## src/rfbr_pkg.sv

```systemverilog
// shared types and constants of the rgb fade and brightness renderer
package rfbr_pkg;

  typedef logic [7:0] level_t;

  typedef enum logic [1:0] {
    CMD_SET_GOAL = 2'd0,
    CMD_RENDER   = 2'd1,
    CMD_FORCE    = 2'd2
  } cmd_e;

  typedef enum logic [2:0] {
    MODE_AUTO   = 3'd0,
    MODE_MANUAL = 3'd1,
    MODE_DIST   = 3'd2,
    MODE_HYBRID = 3'd3,
    MODE_FULL   = 3'd4
  } mode_e;

  typedef enum logic [1:0] {
    REG_FADE_ON  = 2'd0,
    REG_INTERVAL = 2'd1,
    REG_MODE     = 2'd2
  } reg_e;

  localparam level_t NEAR_LIMIT = 8'd50;
  localparam level_t FAR_LIMIT  = 8'd100;
  localparam level_t FULL_LEVEL = 8'd255;

  localparam logic        FADE_ON_RST  = 1'b1;
  localparam logic [15:0] INTERVAL_RST = 16'd20;
  localparam logic [2:0]  MODE_RST     = 3'd0;

  // per-lane controls issued by the top level each cycle
  typedef struct packed {
    logic load_goal;
    logic do_step;
    logic do_jump;
    logic ld_s1;
    logic ld_s2;
  } lane_ctrl_t;

endpackage

```

## src/rfbr_if.sv

```systemverilog
// valid/ready channel interfaces for items and results
interface rfbr_item_if;
  logic        valid;
  logic        ready;
  logic [1:0]  cmd;
  logic [7:0]  red_in;
  logic [7:0]  green_in;
  logic [7:0]  blue_in;
  logic [31:0] now_ms;
  logic [7:0]  distance_brightness;
  logic [7:0]  ambient_brightness;

  modport source (
    output valid, cmd, red_in, green_in, blue_in, now_ms,
           distance_brightness, ambient_brightness,
    input  ready
  );
  modport sink (
    input  valid, cmd, red_in, green_in, blue_in, now_ms,
           distance_brightness, ambient_brightness,
    output ready
  );
endinterface

interface rfbr_result_if;
  logic       valid;
  logic       ready;
  logic [7:0] pwm_red;
  logic [7:0] pwm_green;
  logic [7:0] pwm_blue;

  modport source (output valid, pwm_red, pwm_green, pwm_blue, input ready);
  modport sink (input valid, pwm_red, pwm_green, pwm_blue, output ready);
endinterface

```

## src/rfbr_lane.sv

```systemverilog
// one colour channel: fade step, shown/goal state and brightness scaling
module rfbr_lane (
  input  logic                   clk_i,
  input  logic                   rst_ni,
  input  rfbr_pkg::lane_ctrl_t   ctrl_i,
  input  rfbr_pkg::level_t       goal_i,
  input  rfbr_pkg::level_t       bright_i,
  output rfbr_pkg::level_t       pwm_o
);
  import rfbr_pkg::*;

  level_t      shown_q, shown_d, goal_q;
  level_t      diff, step, stepped;
  level_t      s1_lvl_q;
  logic [15:0] prod_q, quot_sum;

  always_comb begin
    diff = (goal_q > shown_q) ? goal_q - shown_q : shown_q - goal_q;
    step = 8'd1;
    if (diff > NEAR_LIMIT) step = 8'd2;
    if (diff > FAR_LIMIT) step = 8'd4;
    // clamp at the goal, also covers a channel already there
    if (step > diff) step = diff;
    stepped = (goal_q > shown_q) ? shown_q + step : shown_q - step;

    shown_d = shown_q;
    if (ctrl_i.do_jump) begin
      shown_d = goal_q;
    end else if (ctrl_i.do_step) begin
      shown_d = stepped;
    end
  end

  always_ff @(posedge clk_i or negedge rst_ni) begin
    if (!rst_ni) begin
      shown_q <= '0;
      goal_q  <= '0;
    end else begin
      shown_q <= shown_d;
      if (ctrl_i.load_goal) goal_q <= goal_i;
    end
  end

  always_ff @(posedge clk_i) begin
    if (ctrl_i.ld_s1) s1_lvl_q <= shown_d;
    if (ctrl_i.ld_s2) prod_q <= {8'd0, s1_lvl_q} * {8'd0, bright_i};
  end

  // divide by 255 with rounding down: (p + (p >> 8) + 1) >> 8, exact for p <= 255*255
  assign quot_sum = prod_q + {8'd0, prod_q[15:8]} + 16'd1;
  assign pwm_o    = quot_sum[15:8];

endmodule

```

## src/rfbr_merge.sv

```systemverilog
// output register that gathers the three lane levels into one result transfer
module rfbr_merge (
  input  logic                    clk_i,
  input  logic                    rst_ni,
  input  logic                    s2_valid_i,
  input  rfbr_pkg::level_t [2:0]  lvl_i,
  output logic                    free_o,
  rfbr_result_if.source           result_o
);
  import rfbr_pkg::*;

  logic   out_valid_q;
  level_t red_q, green_q, blue_q;

  assign free_o = !out_valid_q || result_o.ready;

  always_ff @(posedge clk_i or negedge rst_ni) begin
    if (!rst_ni) begin
      out_valid_q <= 1'b0;
    end else if (free_o) begin
      out_valid_q <= s2_valid_i;
    end
  end

  always_ff @(posedge clk_i) begin
    if (free_o) begin
      red_q   <= lvl_i[0];
      green_q <= lvl_i[1];
      blue_q  <= lvl_i[2];
    end
  end

  assign result_o.valid     = out_valid_q;
  assign result_o.pwm_red   = red_q;
  assign result_o.pwm_green = green_q;
  assign result_o.pwm_blue  = blue_q;

endmodule

```

## src/rgb_fade_brightness_renderer.sv

```systemverilog
// top level: config registers, fade timing, lane control and result pipeline
// a render or force result passes the s1 level, product and output registers in turn
// throughput: one item per cycle while the output is not stalled; the shown colour
// updates in the transfer cycle, then multiply and divide-by-255 run in two registered stages per lane
// a stalled output backs up through the stages; set-target items give no result
// reset (rst_ni low, asynchronous): colours and last step time zero, fade on,
// interval 20 ms, mode auto, pipeline empty
module rgb_fade_brightness_renderer (
  input  logic          clk_i,
  input  logic          rst_ni,
  rfbr_item_if.sink     item_i,
  rfbr_result_if.source result_o,
  input  logic          psel,
  input  logic          penable,
  input  logic          pwrite,
  input  logic [3:0]    paddr,
  input  logic [31:0]   pwdata,
  output logic [31:0]   prdata,
  output logic          pready
);
  import rfbr_pkg::*;

  logic        fade_on_q;
  logic [15:0] interval_q;
  logic [2:0]  mode_q;
  logic [31:0] last_step_q;
  logic        cfg_wr;

  logic        accept, is_render, is_force, has_result;
  logic [31:0] elapsed;
  logic        step_due;
  level_t      bright;
  level_t      bright_s1_q;
  logic        s1_valid_q, s2_valid_q;
  logic        s1_free, s2_free, out_free;
  lane_ctrl_t  ctrl;
  level_t [2:0] goal_in, lvl;

  // configuration port
  assign pready = 1'b1;
  assign cfg_wr = psel && penable && pwrite && pready;

  always_ff @(posedge clk_i or negedge rst_ni) begin
    if (!rst_ni) begin
      fade_on_q  <= FADE_ON_RST;
      interval_q <= INTERVAL_RST;
      mode_q     <= MODE_RST;
    end else if (cfg_wr) begin
      unique case (paddr[3:2])
        REG_FADE_ON:  fade_on_q  <= pwdata[0];
        REG_INTERVAL: interval_q <= pwdata[15:0];
        REG_MODE:     mode_q     <= pwdata[2:0];
        default: ;
      endcase
    end
  end

  always_comb begin
    unique case (paddr[3:2])
      REG_FADE_ON:  prdata = {31'd0, fade_on_q};
      REG_INTERVAL: prdata = {16'd0, interval_q};
      REG_MODE:     prdata = {29'd0, mode_q};
      default:      prdata = '0;
    endcase
  end

  // item decode and fade timing
  assign accept     = item_i.valid && item_i.ready;
  assign is_render  = item_i.cmd == CMD_RENDER;
  assign is_force   = item_i.cmd == CMD_FORCE;
  assign has_result = is_render || is_force;
  assign elapsed    = item_i.now_ms - last_step_q;
  assign step_due   = elapsed >= {16'd0, interval_q};

  always_ff @(posedge clk_i or negedge rst_ni) begin
    if (!rst_ni) begin
      last_step_q <= '0;
    end else if (ctrl.do_step) begin
      last_step_q <= item_i.now_ms;
    end
  end

  always_comb begin
    unique case (mode_q) inside
      MODE_DIST, MODE_HYBRID: bright = item_i.distance_brightness;
      MODE_AUTO, MODE_MANUAL: bright = item_i.ambient_brightness;
      default:                bright = FULL_LEVEL;
    endcase
  end

  // stage handshake, ready runs back from the output register
  assign s2_free      = !s2_valid_q || out_free;
  assign s1_free      = !s1_valid_q || s2_free;
  assign item_i.ready = s1_free;

  always_comb begin
    ctrl.load_goal = accept && (item_i.cmd == CMD_SET_GOAL);
    ctrl.do_step   = accept && is_render && fade_on_q && step_due;
    ctrl.do_jump   = accept && (is_force || (is_render && !fade_on_q));
    ctrl.ld_s1     = s1_free;
    ctrl.ld_s2     = s2_free;
  end

  always_ff @(posedge clk_i or negedge rst_ni) begin
    if (!rst_ni) begin
      s1_valid_q <= 1'b0;
      s2_valid_q <= 1'b0;
    end else begin
      if (s1_free) s1_valid_q <= accept && has_result;
      if (s2_free) s2_valid_q <= s1_valid_q;
    end
  end

  always_ff @(posedge clk_i) begin
    if (s1_free) bright_s1_q <= bright;
  end

  assign goal_in[0] = item_i.red_in;
  assign goal_in[1] = item_i.green_in;
  assign goal_in[2] = item_i.blue_in;

  for (genvar g = 0; g < 3; g++) begin : g_lane
    rfbr_lane u_lane (
      .clk_i    (clk_i),
      .rst_ni   (rst_ni),
      .ctrl_i   (ctrl),
      .goal_i   (goal_in[g]),
      .bright_i (bright_s1_q),
      .pwm_o    (lvl[g])
    );
  end

  rfbr_merge u_merge (
    .clk_i      (clk_i),
    .rst_ni     (rst_ni),
    .s2_valid_i (s2_valid_q),
    .lvl_i      (lvl),
    .free_o     (out_free),
    .result_o   (result_o)
  );

endmodule
```

## src/flat_wrapper.sv

```systemverilog
// flat-port wrapper written by rule: the top's interface ports become plain ports
module rgb_fade_brightness_renderer_flat import rfbr_pkg::*;
  (clk_i, rst_ni, psel, penable, pwrite, paddr, pwdata, prdata, pready, item_i_valid, item_i_cmd, item_i_red_in, item_i_green_in, item_i_blue_in, item_i_now_ms, item_i_distance_brightness, item_i_ambient_brightness, item_i_ready, result_o_valid, result_o_pwm_red, result_o_pwm_green, result_o_pwm_blue, result_o_ready);
  rfbr_item_if item_i_i ();
  rfbr_result_if result_o_i ();
  input  logic clk_i;
  input  logic rst_ni;
  input  logic psel;
  input  logic penable;
  input  logic pwrite;
  input  logic [3:0] paddr;
  input  logic [31:0] pwdata;
  output logic [31:0] prdata;
  output logic pready;
  input wire logic [$bits(item_i_i.valid)-1:0] item_i_valid;
  input wire logic [$bits(item_i_i.cmd)-1:0] item_i_cmd;
  input wire logic [$bits(item_i_i.red_in)-1:0] item_i_red_in;
  input wire logic [$bits(item_i_i.green_in)-1:0] item_i_green_in;
  input wire logic [$bits(item_i_i.blue_in)-1:0] item_i_blue_in;
  input wire logic [$bits(item_i_i.now_ms)-1:0] item_i_now_ms;
  input wire logic [$bits(item_i_i.distance_brightness)-1:0] item_i_distance_brightness;
  input wire logic [$bits(item_i_i.ambient_brightness)-1:0] item_i_ambient_brightness;
  output wire logic [$bits(item_i_i.ready)-1:0] item_i_ready;
  output wire logic [$bits(result_o_i.valid)-1:0] result_o_valid;
  output wire logic [$bits(result_o_i.pwm_red)-1:0] result_o_pwm_red;
  output wire logic [$bits(result_o_i.pwm_green)-1:0] result_o_pwm_green;
  output wire logic [$bits(result_o_i.pwm_blue)-1:0] result_o_pwm_blue;
  input wire logic [$bits(result_o_i.ready)-1:0] result_o_ready;
  assign item_i_i.valid = item_i_valid;
  assign item_i_i.cmd = item_i_cmd;
  assign item_i_i.red_in = item_i_red_in;
  assign item_i_i.green_in = item_i_green_in;
  assign item_i_i.blue_in = item_i_blue_in;
  assign item_i_i.now_ms = item_i_now_ms;
  assign item_i_i.distance_brightness = item_i_distance_brightness;
  assign item_i_i.ambient_brightness = item_i_ambient_brightness;
  assign item_i_ready = item_i_i.ready;
  assign result_o_valid = result_o_i.valid;
  assign result_o_pwm_red = result_o_i.pwm_red;
  assign result_o_pwm_green = result_o_i.pwm_green;
  assign result_o_pwm_blue = result_o_i.pwm_blue;
  assign result_o_i.ready = result_o_ready;
  rgb_fade_brightness_renderer u_core (.clk_i(clk_i), .rst_ni(rst_ni), .item_i(item_i_i), .result_o(result_o_i), .psel(psel), .penable(penable), .pwrite(pwrite), .paddr(paddr), .pwdata(pwdata), .prdata(prdata), .pready(pready));
endmodule
```

## config.mk

```make
export PLATFORM = sky130hd
export DESIGN_NAME = rgb_fade_brightness_renderer_flat
export DESIGN_NICKNAME = d
export VERILOG_FILES = /design/src/rfbr_pkg.sv /design/src/rfbr_if.sv /design/src/rfbr_lane.sv /design/src/rfbr_merge.sv /design/src/rgb_fade_brightness_renderer.sv /design/src/flat_wrapper.sv
export SDC_FILE = /design/constraint.sdc
export NUM_CORES = 1
export LEC_CHECK = 0
export ABC_AREA = 1
export BUFFER_PORTS_ARGS = -buffer_cell sky130_fd_sc_hd__buf_4
export CAP_MARGIN = 0
export CORE_MARGIN = 1
export CORE_UTILIZATION = 43
export DETAILED_ROUTE_END_ITERATION = 8
export PLACE_DENSITY = 0.58
export SLEW_MARGIN = 10
export SYNTH_ARGS = -nofsm -noshare
export SYNTH_HDL_FRONTEND = slang
export SYNTH_HIERARCHICAL = 1
export SYNTH_SLANG_ARGS = --single-unit
```

## constraint.sdc

```tcl
create_clock -name clk_i -period 16.6 [get_ports clk_i]
set_input_delay 0.83 -clock clk_i [delete_from_list [all_inputs] [get_ports clk_i]]
set_output_delay 0.83 -clock clk_i [all_outputs]
set_load 0.03 [all_outputs]
```

# Word level (Yosys, flattened, before mapping)
# Index checks and enable logic that the tools add are counted.
word_totals:
  memories: 0
  mem_bits_rw: 0
  out_inout_bits: 59
  register_bits: 207
  latch_bits: 0
  elab_cells: 115
  rom_bits: 0
op_classes:
  n_mux: 23
  div_mod_pow: 0
  n_eq_ne: 7
  n_reduce_logical: 27
  n_shift: 0
  n_lt_le_gt_ge: 13
  multipliers: 3
  addsub: 19
  n_bitwise: 0
op_table:
  columns: ["operator", "n"]
  rows:
  - ["$mux 8", 15]
  - ["$sub 8x8->8", 9]
  - ["$add 16x1->16 const B", 3]
  - ["$add 16x8->16", 3]
  - ["$gt 8x8->1", 6]
  - ["$mul 8x8->16", 3]
  - ["$pmux 16 s3", 1]
  - ["$ge 32x16->1", 1]
  - ["$sub 32x32->32", 1]
  - ["$add 8x8->8", 3]
  - ["$gt 8x6->1 const B", 3]
  - ["$gt 8x7->1 const B", 3]
  - ["$pmux 8 s2", 1]
  - ["$logic_and 1x1->1", 10]
  - ["$mux 3", 3]
  - ["$eq 3x2->1 const B", 2]
  - ["$mux 2", 3]
  - ["$reduce_and 2->1", 3]
  - ["$logic_or 1x1->1", 5]
  - ["$eq 2x1->1 const B", 2]
  - ["$eq 2x2->1 const B", 2]
  - ["$logic_not 1->1", 4]
  - ["$logic_not 2->1", 2]
  - ["$reduce_or 2->1", 2]
  - ["2 further kinds", 2]

# Longest topological paths before layout
depth:
  word_depth: 11
  ltp_mapped: 50
  depth_no_buf: 49

# By module
# Netlist, hierarchy kept.
modules_own_cells:
  columns: ["module", "area_per_inst_um2", "cells_each", "n_inst"]
  rows:
  - ["rgb_fade_brightness_renderer", 5962.0, 943, 1]
  - ["rfbr_lane at u_core.g_lane[2].u_lane", 5357.6, 705, 1]
  - ["rfbr_lane at u_core.g_lane[1].u_lane", 5248.8, 682, 1]
  - ["rfbr_lane at u_core.g_lane[0].u_lane", 5223.8, 681, 1]
  - ["rfbr_merge", 765.7, 29, 1]

# Worst setup path after synthesis
# Ideal clock, no wire load.
synth_path:
  path_kind: "register -> register"
  startpoint: "reg u_core.g_lane[1].u_lane.shown_q[1]"
  endpoint: "reg u_core.g_lane[1].u_lane.s1_lvl_q[7] (data pin)"
  arrival_ns: 5.104
  setup_time_ns: 0.260
  required_time_ns: 16.340
  slack_ns: 11.236
  path_stages_with_launch: 45
  path_cell_list: "dfrtp_1 > inv_1 > fa_1 > nand3_1 > nand2_1 > nand2_2 > nand2_2 > nand2_4 > buf_12 > nand2_2 > nand2_4 > nand3_2 > nand2_1 > nand2_1 > nand2_2 > nand2_4 > nand2_1 > inv_1 > [... 9 more ...] > o21ai_0 > ha_1 > a21oi_1 > nor2_1 > nor2_1 > nor2_1 > nor2_1 > nor2_1 > nor2_1 > nor2_1 > nor2_1 > nor2_1 > nor2_1 > nand3_1 > nand3_1 > nand2_1 > nand3_1 > nand2_1"
synth_via:
  elab_chain_cells: 11
synth_lines:
  columns: ["item", "line_no", "text"]
  rows:
  - ["start: declaration", "rfbr_lane.sv:12", "level_t shown_q, shown_d, goal_q;"]
  - ["start signal: assignment", "rfbr_lane.sv:39", "shown_q <= shown_d;"]
  - ["$sub 8x8->8 or $gt 8x8->1 (tied branches)", "rfbr_lane.sv:18, rfbr_lane.sv:24", null]
  - ["$mux 8", "rfbr_lane.sv:18", "diff = (goal_q > shown_q) ? goal_q - shown_q : shown_q - goal_q;"]
  - ["$gt 8x6->1", "rfbr_lane.sv:20", "if (diff > NEAR_LIMIT) step = 8'd2;"]
  - ["$mux 2", "rfbr_lane.sv:20", null]
  - ["$mux 3", "rfbr_lane.sv:21", "if (diff > FAR_LIMIT) step = 8'd4;"]
  - ["$gt 8x8->1", "rfbr_lane.sv:23", "if (step > diff) step = diff;"]
  - ["$mux 8", "rfbr_lane.sv:23", null]
  - ["$sub 8x8->8 or $add 8x8->8 (tied branches)", "rfbr_lane.sv:24", "stepped = (goal_q > shown_q) ? shown_q + step : shown_q - step;"]
  - ["$mux 8 (*)", "rfbr_lane.sv:24", null]
  - ["$mux 8 (*)", "rfbr_lane.sv:29", "end else if (ctrl_i.do_step) begin"]
  - ["$mux 8 (*)", "rfbr_lane.sv:27", "if (ctrl_i.do_jump) begin"]
  - ["named net u_core.g_lane[1].u_lane.shown_d[7]", "rfbr_lane.sv:12", null]
  - ["end signal: assignment", "rfbr_lane.sv:45", "if (ctrl_i.ld_s1) s1_lvl_q <= shown_d;"]
  - ["end: declaration", "rfbr_lane.sv:14", "level_t s1_lvl_q;"]
# Mark *: on every way through the listed nets, which the timed path passes. The rest lies on a longest branch.
# A chain may end at the register's enable or synchronous reset.

# Worst setup path after layout
layout_path:
  startpoint: "reg u_core.g_lane[0].u_lane.shown_q[2]"
  endpoint: "reg u_core.g_lane[0].u_lane.s1_lvl_q[7] (data pin)"
layout_via:
  elab_chain_cells: 11
layout_lines:
  columns: ["item", "line_no"]
  rows:
  - ["start: declaration", "rfbr_lane.sv:12"]
  - ["start signal: assignment", "rfbr_lane.sv:39"]
  - ["$sub 8x8->8 or $gt 8x8->1 (tied branches)", "rfbr_lane.sv:18, rfbr_lane.sv:24"]
  - ["$mux 8", "rfbr_lane.sv:18"]
  - ["$gt 8x6->1", "rfbr_lane.sv:20"]
  - ["$mux 2", "rfbr_lane.sv:20"]
  - ["$mux 3", "rfbr_lane.sv:21"]
  - ["$gt 8x8->1", "rfbr_lane.sv:23"]
  - ["$mux 8", "rfbr_lane.sv:23"]
  - ["$sub 8x8->8 or $add 8x8->8 (tied branches)", "rfbr_lane.sv:24"]
  - ["$mux 8 (*)", "rfbr_lane.sv:24"]
  - ["$mux 8 (*)", "rfbr_lane.sv:29"]
  - ["$mux 8 (*)", "rfbr_lane.sv:27"]
  - ["named net u_core.g_lane[0].u_lane.shown_d[7]", "rfbr_lane.sv:12"]
  - ["end signal: assignment", "rfbr_lane.sv:45"]
  - ["end: declaration", "rfbr_lane.sv:14"]
# Marked as above.

==> impl_summary.log <==
INFO  metric hold_class = in2async
INFO  metric drt_drc_violations_left = 0
INFO  metric ff2ff_setup_slack = between 10 and 15 ns
INFO  metric holdBufCountCts = 0
INFO  metric worst_slew_pin_slew = 1.10 ns
INFO  metric insertion_delay = 0.58 ns
INFO  metric detailed_route_via_count = roughly 19000
INFO  metric synth_largest_type_area_fraction = 14.3%
INFO  metric postRouteAntennaNets = 0
INFO  metric ys_types = 56
INFO  metric synth_fa_ha_area_share = 24.7%
INFO  metric post_route_setup_slack = between 10 and 15 ns
INFO  metric timing_max_transition_violations_final = 0
INFO  metric outcome = finished clean
INFO  metric core.rowCount = 83
INFO  metric slowest_stage = a21oi_1
INFO  metric yosys_register_bits = between 200 and 250
INFO  metric tritoncts_num_sinks = between 200 and 250
INFO  metric post_synth_mux_area_share = 0.150%
INFO  metric synthXorXnorAreaFrac = approximately 3.1%
INFO  metric synthCells = 3040
INFO  metric num_antenna_cells = 0
INFO  metric dieHeight = ~230 microns
INFO  metric cts.htree.levels = 1
INFO  metric achievable-frequency = between 0.15 and 0.2 GHz
INFO  metric ys_top_cells_by_area = nand2_1 (14%), ha_1 (14%), edfxtp_1 (14%), dfrtp_1 (11%), inv_1 (11%)
INFO  metric tritoncts = done
INFO  metric synthToLayoutAreaGrowth = 10.7%
INFO  metric post-cts-setup-buffer-count = 0
INFO  metric synthDominantAreaCellType = nand2_1
INFO  metric max-clock-path-buffers = 3
INFO  metric cts.repair.resized = 0
INFO  metric starting_density_of_the_core = a little over two fifths
INFO  metric nets = ~3600
INFO  metric cts_buffers = 28
INFO  metric critPathRequiredTime = approximately 17 ns
INFO  metric core_area = around 52000 sq um
INFO  metric hold_viol = 0
INFO  metric drtIter0Drc = between 800 and 900
INFO  metric synth-simple-area-share = between 20% and 30%
INFO  metric hpwl = between 40000 and 50000 microns
INFO  metric io-pin-count = 176
INFO  metric fin_crit = roughly 6.6 ns
INFO  metric end_kind = flip-flop
INFO  metric track_usage = between 20% and 30%
INFO  metric routabilityCongestion = just under 0.9
INFO  metric clock_skew = roughly 0.022 ns
INFO  metric critPathMostFrequentCell = nand2_1
INFO  metric rsz_0062_raised_after_global_routing = no
INFO  metric pin_count_of_the_biggest_net_entering_global_routing = 63
INFO  metric floorplan.die.width = roughly 230 microns
INFO  metric r2r-start = u_core/g_lane[0].u_lane/shown_q[2]
INFO  metric syn-cell-area = 22600 sq um
INFO  metric max_cap_violations = 0
INFO  metric worst_path_largest_cell_delay = 0.88 ns
INFO  metric drive_gt1_share = 11.5%
INFO  metric grt-ovfl-total = 0
INFO  metric grt_antenna_before_repair = 2
INFO  metric fin_crit_sh = 39.5%
INFO  metric via_per_inst = slightly below 5
INFO  metric drt-pass1-iter-count = 7
INFO  metric worst_ep_arrival_time = slightly below 7 ns
INFO  metric setup_viol_count_final = 0
INFO  metric setup_tns = 0 ns
INFO  metric rr_worst_depth = 42
INFO  metric timing_worst_setup_path_type = reg2reg
INFO  metric synth_top_family_by_area = simple AND/OR/NAND/NOR gates
INFO  metric worst_slew_margin_rel = between 20% and 30%
INFO  metric clock_tree.root_cell = clkbuf_16
INFO  metric first_global_vias = about 19000
INFO  metric wire_length_of_the_first_global_routing_pass = 91100 microns
INFO  metric path_clk_slew = around 0.05 ns
INFO  metric detail_route.wl_per_cell = 14.0 microns
INFO  metric routed_wl = between 50000 and 60000 microns
INFO  metric post_place_setup_slack = around 10 ns
INFO  metric synthesis.area_per_instance = roughly 7.4 sq um
INFO  metric synth-seq-area-share = 25.3%
INFO  metric critPathLaunchType = flip-flop
INFO  metric die_area = between 50000 and 60000 sq um
INFO  metric rr_endpoint = u_core/g_lane[0].u_lane/s1_lvl_q[7]
INFO  metric yosysWarnings = 6
INFO  metric buffer_ports.inserted = 140
INFO  metric timing.critical_path.fanout_max = 11
INFO  metric fraction_of_the_mapped_netlist_area_in_compound_gates = under 10%
[sequential cells by signal (all words and copies together) (netlist names), 16 cells and up]
register                       cells
u_core/g_lane.u_lane/shown_q      24
u_core/g_lane.u_lane/prod_q       48
u_core/g_lane.u_lane/goal_q       24
u_core/interval_q                 16
u_core/last_step_q                32
u_core/g_lane.u_lane/s1_lvl_q     24
[through the flow]
step / utilization, % / area (sq um) / std cells / hold slack (ns)
floorplan: - / 22600 / 3055 / 0.435
global placement: 46.5 / 24000 / 3783 / 0.458
detailed placement: 46.5 / 24000 / 3783 / 0.467
CTS: 48.4 / 25000 / 3835 / 0.277
global route: 48.4 / 25000 / 3835 / 0.306
finish: 48.4 / 25000 / 3835 / 0.272
[layout by cell type (no fill, tap or decap), drive strengths merged, types with 5 or more instances in the layout]
cell type / netlist / layout
o21ai: 90 / 90
edfxtp: 104 / 104
ha: 257 / 257
fa: 118 / 118
xnor2: 14 / 14
buf: 41 / 145
nand4: 24 / 24
inv: 646 / 648
o21bai: 10 / 10
o211ai: 12 / 12
nand2: 952 / 952
and2: 9 / 9
a21oi: 131 / 131
nand3: 171 / 171
a22oi: 8 / 8
nand3b: 7 / 7
xor2: 67 / 67
o221ai: 5 / 5
clkinv: 4 / 14
nor3: 16 / 16
dfrtp: 100 / 100
conb: 2 / 17
clkbuf: 56 / 34
nor2: 178 / 178
[worst max path at each step]
stage / startpoint / endpoint / slack (ns) / cells after the start
after global placement: u_core/g_lane[0].u_lane/shown_q[2] / u_core/g_lane[0].u_lane/s1_lvl_q[7] / 10.16 / 42
final: u_core/g_lane[0].u_lane/shown_q[2] / u_core/g_lane[0].u_lane/s1_lvl_q[7] / 10.04 / 42
after global routing: u_core/g_lane[0].u_lane/shown_q[5] / u_core/g_lane[0].u_lane/s1_lvl_q[7] / 9.28 / 40
after floorplan: u_core/g_lane[1].u_lane/shown_q[1] / u_core/g_lane[1].u_lane/s1_lvl_q[7] / 11.24 / 44
after detailed placement: u_core/g_lane[0].u_lane/shown_q[2] / u_core/g_lane[0].u_lane/s1_lvl_q[7] / 10.08 / 42
after CTS: u_core/g_lane[0].u_lane/shown_q[2] / u_core/g_lane[0].u_lane/s1_lvl_q[7] / 10.05 / 42
[area by class of cell]
cell class | count | area (sq um)
clock buffer | 34 | 743
sequential | 207 | 5700
multi-input combinational | 2101 | 13900
tap | 680 | 851
fill | 5182 | 26600
clock inverter | 18 | 199
timing repair buffer | 145 | 1090
inverter | 650 | 2440
[per-layer routing]
layer | wire length (microns) | part of all wire (%) | vias up | track usage [%]
met2 | 25100 | 47 | 358 | 35.8
met1 | 25000 | 47 | 8711 | 27.2
li1 | - | - | 9515 | -
met5 | 30 | 0.056 | - | 0
met3 | 2140 | 4.0 | 94 | 2.57
met4 | 1290 | 2.4 | 4 | 5.57
[worst max-delay path: cells and delay by family (launching register included)]
kind | cells | cell delay, ns
and+or+nand+nor | 28 | 2.56
AOI/OAI and AO/OA | 6 | 1.84
adders and majority gates | 4 | 1.26
DFF | 1 | 0.42
buffers and inverters | 4 | 0.24
[cells by family (layout without fill, tap and decap cells)]
kind of cell,after synthesis,after routing
AND/OR/NAND/NOR,1360,1360
buffers and inverters,747,847
other,2,17
AO/OA/AOI/OAI,265,265
adder cells (fa/ha/maj),375,375
flip-flops,207,207
multiplexers,3,3
XOR/XNOR,81,81
[cells in the mapped netlist, drive strengths merged]
| cell type | instances |
|---|---|
| buf | 41 |
| o211ai | 12 |
| a21oi | 131 |
| nand2 | 952 |
| a22oi | 8 |
| conb | 2 |
| a211oi | 2 |
| nand3b | 7 |
| o31ai | 2 |
| inv | 646 |
| xnor2 | 14 |
| a31oi | 1 |
| nor2 | 178 |
| o21a | 1 |
| clkinv | 4 |
| o22ai | 2 |
| a21o | 1 |
| or2 | 1 |
| clkbuf | 56 |
| ha | 257 |
| nor3 | 16 |
| nor3b | 1 |
| xor2 | 67 |
| mux2 | 3 |
| nand3 | 171 |
| dfrtp | 100 |
| fa | 118 |
| o21ai | 90 |
| and2 | 9 |
| and3 | 1 |
| edfxtp | 104 |
| nand4 | 24 |
| o221ai | 5 |
| dfstp | 3 |
| o21bai | 10 |
Power is left out: the tool's default activity adds up to more than one toggle a clock period on the data nets, which glitch-free logic cannot reach.
